==> src/rtl/core/mfb_pkg.sv <==
`timescale 1ns / 1ps
// ----------------------------------------------------------------------------
// mfb_pkg: shared types and constants of the frame buffer drawing engine
// Opcodes, defaults and the command/status structs between the controller
// and the datapath.
// ----------------------------------------------------------------------------
package mfb_pkg;

    localparam int DEF_SCREEN_WIDTH  = 128;
    localparam int DEF_SCREEN_HEIGHT = 64;

    localparam logic [2:0] OP_CLEAR  = 3'd0;
    localparam logic [2:0] OP_SET    = 3'd1;
    localparam logic [2:0] OP_POINT  = 3'd2;
    localparam logic [2:0] OP_LINE   = 3'd3;
    localparam logic [2:0] OP_CIRCLE = 3'd4;
    localparam logic [2:0] OP_READ   = 3'd5;

    localparam logic [7:0] BYTE_ONES  = 8'hff;
    localparam logic [7:0] BYTE_ZEROS = 8'h00;

    // controller -> datapath
    typedef struct packed {
        logic load;       // capture the command fields
        logic fill_step;  // write one byte of a fill, advance sweep address
        logic fill_ones;  // fill byte is all ones (else all zeros)
        logic line_init;  // set up line stepper
        logic line_step;  // advance line stepper one point
        logic circ_init;  // set up circle stepper
        logic circ_next;  // advance circle stepper (after 8 octant points)
        logic oct_next;   // move to next octant point
        logic rd_issue;   // issue memory read of the current plot address
        logic wr_issue;   // write back modified byte
        logic rb_issue;   // issue read-back byte read
        logic rb_take;    // latch read-back data into result
        logic clr_result; // clear the result for a non-read command
    } mfb_cmd_t;

    // datapath -> controller
    typedef struct packed {
        logic fill_last;
        logic line_last;
        logic circ_done;
        logic oct_last;
        logic on_screen;
    } mfb_sts_t;

endpackage

==> src/rtl/core/mfb_ctrl.sv <==
`timescale 1ns / 1ps
// ----------------------------------------------------------------------------
// mfb_ctrl: command sequencer
// Clears the store after reset, then accepts a command, steps the datapath
// through fills, pixel RMWs and byte read-backs, and offers one result.
// ----------------------------------------------------------------------------
module mfb_ctrl
    import mfb_pkg::*;
(
    input  logic       clk,
    input  logic       rst_n,
    input  logic       in_valid,
    input  logic [2:0] opcode,
    output logic       in_stall,
    output logic       out_valid,
    input  logic       out_stall,
    output mfb_cmd_t   cmd,
    input  mfb_sts_t   sts
);

    typedef enum logic [2:0] {
        S_BOOT, S_IDLE, S_DISPATCH, S_FILL, S_PLOT, S_WRITE, S_READ, S_DONE
    } state_t;

    state_t   state_reg;
    logic     is_read_reg;
    logic [2:0] op_reg;

    logic accept, deliver;
    assign deliver  = out_valid && !out_stall;
    // a new command may enter once the previous result is out or being taken
    assign in_stall = !(state_reg == S_IDLE && (!out_valid || !out_stall));
    assign accept   = in_valid && !in_stall;

    always_comb
    begin
        cmd = '0;
        cmd.load = accept;
        case (state_reg)
            S_BOOT:  cmd.fill_step = 1'b1;
            S_DISPATCH:
            begin
                case (op_reg)
                    OP_LINE:   cmd.line_init = 1'b1;
                    OP_CIRCLE: cmd.circ_init = 1'b1;
                    OP_READ:   cmd.rb_issue  = 1'b1;
                    default:   ;
                endcase
            end
            S_FILL:
            begin
                cmd.fill_step = 1'b1;
                cmd.fill_ones = (op_reg == OP_SET);
            end
            S_PLOT:  cmd.rd_issue  = sts.on_screen && !(op_reg == OP_CIRCLE && sts.circ_done);
            S_WRITE:
            begin
                cmd.wr_issue = 1'b1;
                case (op_reg)
                    OP_LINE: cmd.line_step = 1'b1;
                    OP_CIRCLE:
                    begin
                        cmd.oct_next  = !sts.oct_last;
                        cmd.circ_next = sts.oct_last;
                    end
                    default: ;
                endcase
            end
            S_READ:  cmd.rb_take = 1'b1;
            S_DONE:  cmd.clr_result = !is_read_reg;
            default: ;
        endcase
        // off-screen points skip the write but still advance
        if (state_reg == S_PLOT && !cmd.rd_issue)
        begin
            if (op_reg == OP_LINE)
                cmd.line_step = 1'b1;
            else if (op_reg == OP_CIRCLE && !sts.circ_done)
            begin
                cmd.oct_next  = !sts.oct_last;
                cmd.circ_next = sts.oct_last;
            end
        end
    end

    always_ff @(posedge clk or negedge rst_n)
    begin
        if (!rst_n)
        begin
            state_reg   <= S_BOOT;
            out_valid   <= 1'b0;
            is_read_reg <= 1'b0;
            op_reg      <= OP_CLEAR;
        end
        else
        begin
            if (deliver)
                out_valid <= 1'b0;
            case (state_reg)
                S_BOOT:
                    if (sts.fill_last)
                        state_reg <= S_IDLE;
                S_IDLE:
                    if (accept)
                    begin
                        op_reg      <= opcode;
                        is_read_reg <= (opcode == OP_READ);
                        state_reg   <= S_DISPATCH;
                    end
                S_DISPATCH:
                    case (op_reg)
                        OP_CLEAR, OP_SET:  state_reg <= S_FILL;
                        OP_POINT, OP_LINE,
                        OP_CIRCLE:         state_reg <= S_PLOT;
                        OP_READ:           state_reg <= S_READ;
                        default:           state_reg <= S_DONE;
                    endcase
                S_FILL:
                    if (sts.fill_last)
                        state_reg <= S_DONE;
                S_PLOT:
                begin
                    if (op_reg == OP_CIRCLE && sts.circ_done)
                        state_reg <= S_DONE;
                    else if (sts.on_screen)
                        state_reg <= S_WRITE;
                    else if (op_reg == OP_POINT)
                        state_reg <= S_DONE;
                    else if (op_reg == OP_LINE && sts.line_last)
                        state_reg <= S_DONE;
                end
                S_WRITE:
                begin
                    if (op_reg == OP_POINT)
                        state_reg <= S_DONE;
                    else if (op_reg == OP_LINE && sts.line_last)
                        state_reg <= S_DONE;
                    else
                        state_reg <= S_PLOT;
                end
                S_READ:  state_reg <= S_DONE;
                S_DONE:
                begin
                    out_valid <= 1'b1;
                    state_reg <= S_IDLE;
                end
                default: state_reg <= S_IDLE;
            endcase
        end
    end

endmodule

==> config.mk <==
export PLATFORM = sky130hd
export DESIGN_NAME = mfb_ctrl
export DESIGN_NICKNAME = d
export VERILOG_FILES = /design/src/rtl/core/mfb_pkg.sv /design/src/rtl/core/mfb_ctrl.sv
export SDC_FILE = /design/constraint.sdc
export NUM_CORES = 1
export LEC_CHECK = 0
export BUFFER_PORTS_ARGS = -buffer_cell sky130_fd_sc_hd__buf_2
export CAP_MARGIN = 20
export CORE_MARGIN = 4
export CORE_UTILIZATION = 40
export CTS_BUF_LIST = sky130_fd_sc_hd__clkbuf_16
export DETAILED_ROUTE_END_ITERATION = 10
export GPL_TIMING_DRIVEN = 0
export HOLD_SLACK_MARGIN = 0.12
export MAX_ROUTING_LAYER = met4
export PLACE_DENSITY = 0.66
export SLEW_MARGIN = 20
export SYNTH_ARGS = -nofsm -noshare
export SYNTH_HDL_FRONTEND = slang
export SYNTH_SLANG_ARGS = --single-unit
==> constraint.sdc <==
create_clock -name clk -period 2.2 [get_ports clk]
set_clock_uncertainty 0.2 [all_clocks]
set_input_delay 0.44 -clock clk [delete_from_list [all_inputs] [get_ports clk]]
set_output_delay 0.44 -clock clk [all_outputs]
set_load 0.03 [all_outputs]
# After elaboration in Yosys (flattened, before gate mapping)
# Index checks and enable logic that the tools add are counted.
# op_classes
n_eq_ne	17
n_mux	33
n_reduce_logical	25
# ops
op	count
one-hot mux 3 bit (8 select lines)	1
== test 3 bit, second input constant	7
2-to-1 mux 3 bit	7
2-to-1 mux 1 bit	17
2-to-1 mux 2 bit	7
== test 3 x 2 -> 1 bit, second input constant	4
one-hot mux 3 bit (3 select lines)	1
logical AND 1 bit	8
logical NOT 1 bit	8
== test 3 x 1 -> 1 bit, second input constant	2
logical NOT 3 bit	2
!= test 2 bit, second input constant	3
!= test 5 x 3 -> 1 bit, second input constant	1
AND reduction 4 bit	1
OR reduction 2 bit	2
OR reduction 3 bit	1
AND reduction 2 bit	1
nonzero test 2 bit	1
logical OR 1 bit	1
# totals
regBits	8
input_bits	12
output_inout_bits	15
elab_cells	79

# Longest topological paths before layout
# depth
word_depth	8
mapped_depth	5
depth_no_buf	4

# Worst setup path before layout
# No wires, ideal clock.
# synth_path
path_kind	reg2out
from	reg state_reg[1]
to	out cmd[5] (netlist bit)
arrival_time_ns	1.564
t_required_ns	1.560
slack_ns	-0.004
path_stages_with_launch	6
n_path_buf	1
path_cell_list	dfrtp_1 -> buf_2 -> nor2b_1 -> and2_1 -> o21bai_2 -> nor2_1
# synth_lines
item	line	source
start: declaration	mfb_ctrl.sv:25	state_t state_reg;
start signal: assignment	mfb_ctrl.sv:90	state_reg <= S_BOOT;
start signal: assignment	mfb_ctrl.sv:102	state_reg <= S_IDLE;
start signal: assignment	mfb_ctrl.sv:108	state_reg <= S_DISPATCH;
end: declaration	mfb_ctrl.sv:17	output mfb_cmd_t cmd,

==> run summary <==
Status: finished, final reports clean
Number of pins exceeding their max-slew limit in the final report: 0
Share of Yosys cell area claimed by the top area cell type: 32.1%
Flop2flop setup slack: 390 ps
Switching share of total power: 41.3%
Max-cap violation count: 0
Post-layout total power: 1470 uW
Number of placed I/O pins: 27
Number of remaining DRC errors: 0
Detailed-routing iteration count for the pre-antenna-repair pass: 4
Horiz. Die Dim: 47.5 um
Number of global-route vias before repair: 580
Global-route wire length before repair: 2.55 mm
Buffer type at the clock tree root: clkbuf_16
Worst-case headroom to the max-slew limit: 78.0%
Largest fanout on the critical path: 7
Largest cells by area after synthesis: dfrtp_1, mux2_1, nand2_1, nor2b_1, nor3_1
Setup repair after global routing missed its margin: true
Count of flip-flops with a built-in enable after synthesis: 0
Setup slack of the critical path after layout: 42.5 ps
Number of antenna-violating nets in the routed design: 0
Switch Pwr: 605 uW
Most common cell in the synthesized netlist: dfrtp_1
Cell type with the highest aggregate area in the netlist: dfrtp_1
Worst Setup Start Kind: flip-flop
Cell internal power dissipation: 861 uW
Maximum number of pins on one net before global-route repair: 11
Starting density of the core: 45.2%
Sequential standard cell area: 203 um^2
Crit share post-route: 98.1%
Critical register-to-register path endpoint: state_reg[0]$_DFFE_PN0P_
Warnings from Yosys: 0
Power per cell area: 1490 nW/um^2
Number of H-tree levels: 1
Post-place setup slack: 88.5 ps
Worst supply voltage drop on vdd: 1.15 mV
Cell with the biggest individual delay on the critical path: dfrtp_1
Proportion of synthesized chip area in sequential cells: 32.1%
Die outline area: 2260 um^2
Number of nets in the final layout: 125
Clock transition time at the flip-flop clock pins of the worst setup and hold paths: 30 ps
Cell Area, Synth: 624 um^2
Height of the die: 47.5 um
Flip-flop cell with the highest count after synthesis: dfrtp_1
Cell-by-cell listing of the critical path: buf_6 > nor4b_4 > nor2b_4 > o21bai_4 > nor2_2 > buf_6
Endpoint class of the critical path: output pin
Power share of the combinational group: 59.1%
CTS sink count: 8
Clock latency on the worst-skew pair: 230 ps
Layout fillers: 117
Footprint of the multi-input gates: 433 um^2
DRT Wirelength: 1.71 mm
Share of flip-flops with an asynchronous set or reset: 100%
Final Hold Slack: 201 ps
FMAX: 464 MHz
Endpoint of the most critical setup path: cmd[5]
Synthesized area per cell: 8.55 um^2
Initial DRC Count: 2
Number of port buffers: 26
Unique masters post-synth: 37
Fraction of layout instances using a drive strength above 1: 50.5%
Worst Hold Path Cells: 2
GRT Total Usage: 16.8%
Setup-violating endpoint count in the final report: 0
Slew of the pin with the lowest slew margin: 331 ps
Crit-path most repeated cell: buf_6
Number of buffers inserted during clock tree synthesis: 3
Syn nets: 85
Standby leakage power: 0.000473 uW
Via count: 674
Tmin final: 2160 ps
Startpoint of the worst register-to-register path: state_reg[0]$_DFFE_PN0P_
Max Buffers Root-to-Sink: 2
Grt ovf: 0
Worst hold path type: in -> reg
Count of inserted antenna diode cells: 0
Clock network power share: 20.2%
Routed wire length per instance: 13.6 um
Placed wire-length estimate after detailed placement: 1.21 mm
Final hold violations: 0
Utilization of the core after routing: 71.2%
Commonest cells in the synthesized netlist: dfrtp_1, nand2_1, nor2_1, nor3_1, nor2b_1
Core Region: 1380 um^2
Seq cells post-synth: 8
Delay of the slowest cell on the worst path: 360 ps
Post-detailed-route via-to-cell ratio: 5.35
Last weighted congestion value of the routability-driven placer: 0.725
Share of total power in sequential cells: 20.7%
Source of the critical timing path: state_reg[1]$_DFFE_PN0P_
Antenna violations before repair: 0
Startpoint-to-endpoint class of the critical path: reg -> out
Reg2Reg Depth: 5
Clock tree from TritonCTS: done
Post-synthesis instance total: 73
Row Count: 13
Area overhead of the layout relative to synthesis: 57.7%
WP data required: 1560 ps
CP Data Arrival Time: 1520 ps
how the worst min path moves through the flow:
| stage | start | endpoint |
|---|---|---|
| finish | opcode[1] | is_read_reg$_DFFE_PN0P_ |
| global route | opcode[1] | is_read_reg$_DFFE_PN0P_ |
| floorplan | rst_n | is_read_reg$_DFFE_PN0P_ |
| detailed placement | rst_n | is_read_reg$_DFFE_PN0P_ |
| global placement | rst_n | is_read_reg$_DFFE_PN0P_ |
| CTS | opcode[1] | is_read_reg$_DFFE_PN0P_ |
cell usage in the layout, fill, tap and decap left out, types with 2 or more instances in the layout:
cell	count
mux2_1	3
o211ai_1	2
nor2_1	5
dfrtp_2	2
dfrtp_1	6
nand2b_1	2
buf_4	10
o21ai_0	2
nor3_1	5
inv_1	3
clkbuf_16	3
buf_6	3
nor2b_2	2
nand2_1	7
nand3_1	2
buf_2	24
cell families (layout without fill, tap and decap cells):
group / count (synthesis) / in the layout / synth area share [%]
AOI/OAI and AO/OA: 15 / 15 / 19.0
muxes: 3 / 3 / 5.41
DFF: 8 / 8 / 32.1
and+or+nand+nor: 40 / 40 / 38.3
buffers and inverters: 7 / 45 / 5.21
worst max-delay path, delay by kind of cell (launching register included):
family	cells	cell delay, ps
flops	1	360
compound gates	1	70
simple gates	3	580
buf+inv	2	280
power groups by stage:
stage                     Clock, uW  Combinational [uW]  Sequential, uW
final                           297                 866             303
after global routing            313                 929             314
after CTS                       302                 773             300
after detailed placement          0                 701             295
after global placement            0                 687             294
after floorplan                   0                 531             297
metrics by stage:
stage	instances	instance area [um^2]	setup TNS, ps
final	126	985	0
after global routing	126	985	-12.0
after detailed placement	114	773	0
after global placement	114	773	0
after floorplan	73	624	-8.01
after CTS	121	915	-5.63
cell type report:
class	count	area share (%)
buffer	4	3.56
clock buffer	3	7.62
sequential	8	20.6
multi-input combinational	58	44.0
timing repair buffer	35	21.2
inverter	3	1.14
tap	15	1.91
metal layers:
metal | track usage [%] | routed length [um] | up-vias
met5 | - | 0 | -
met4 | 4.97 | 15 | 0
li1 | - | - | 341
met2 | 27.3 | 830 | 20
met1 | 19.4 | 748 | 311
met3 | 6.02 | 117 | 2
repair_timing:
action | CTS | global route
gates cloned | 0 | 0
endpoints found under the hold margin | 8 | 0
pin swaps | 2 | 3
buffers inserted | 3 | 5
resized for setup | 10 | 11
hold buffers | 1 | 0
endpoints found under the setup margin | 3 | 6
(Power assumes the default switching activity.)
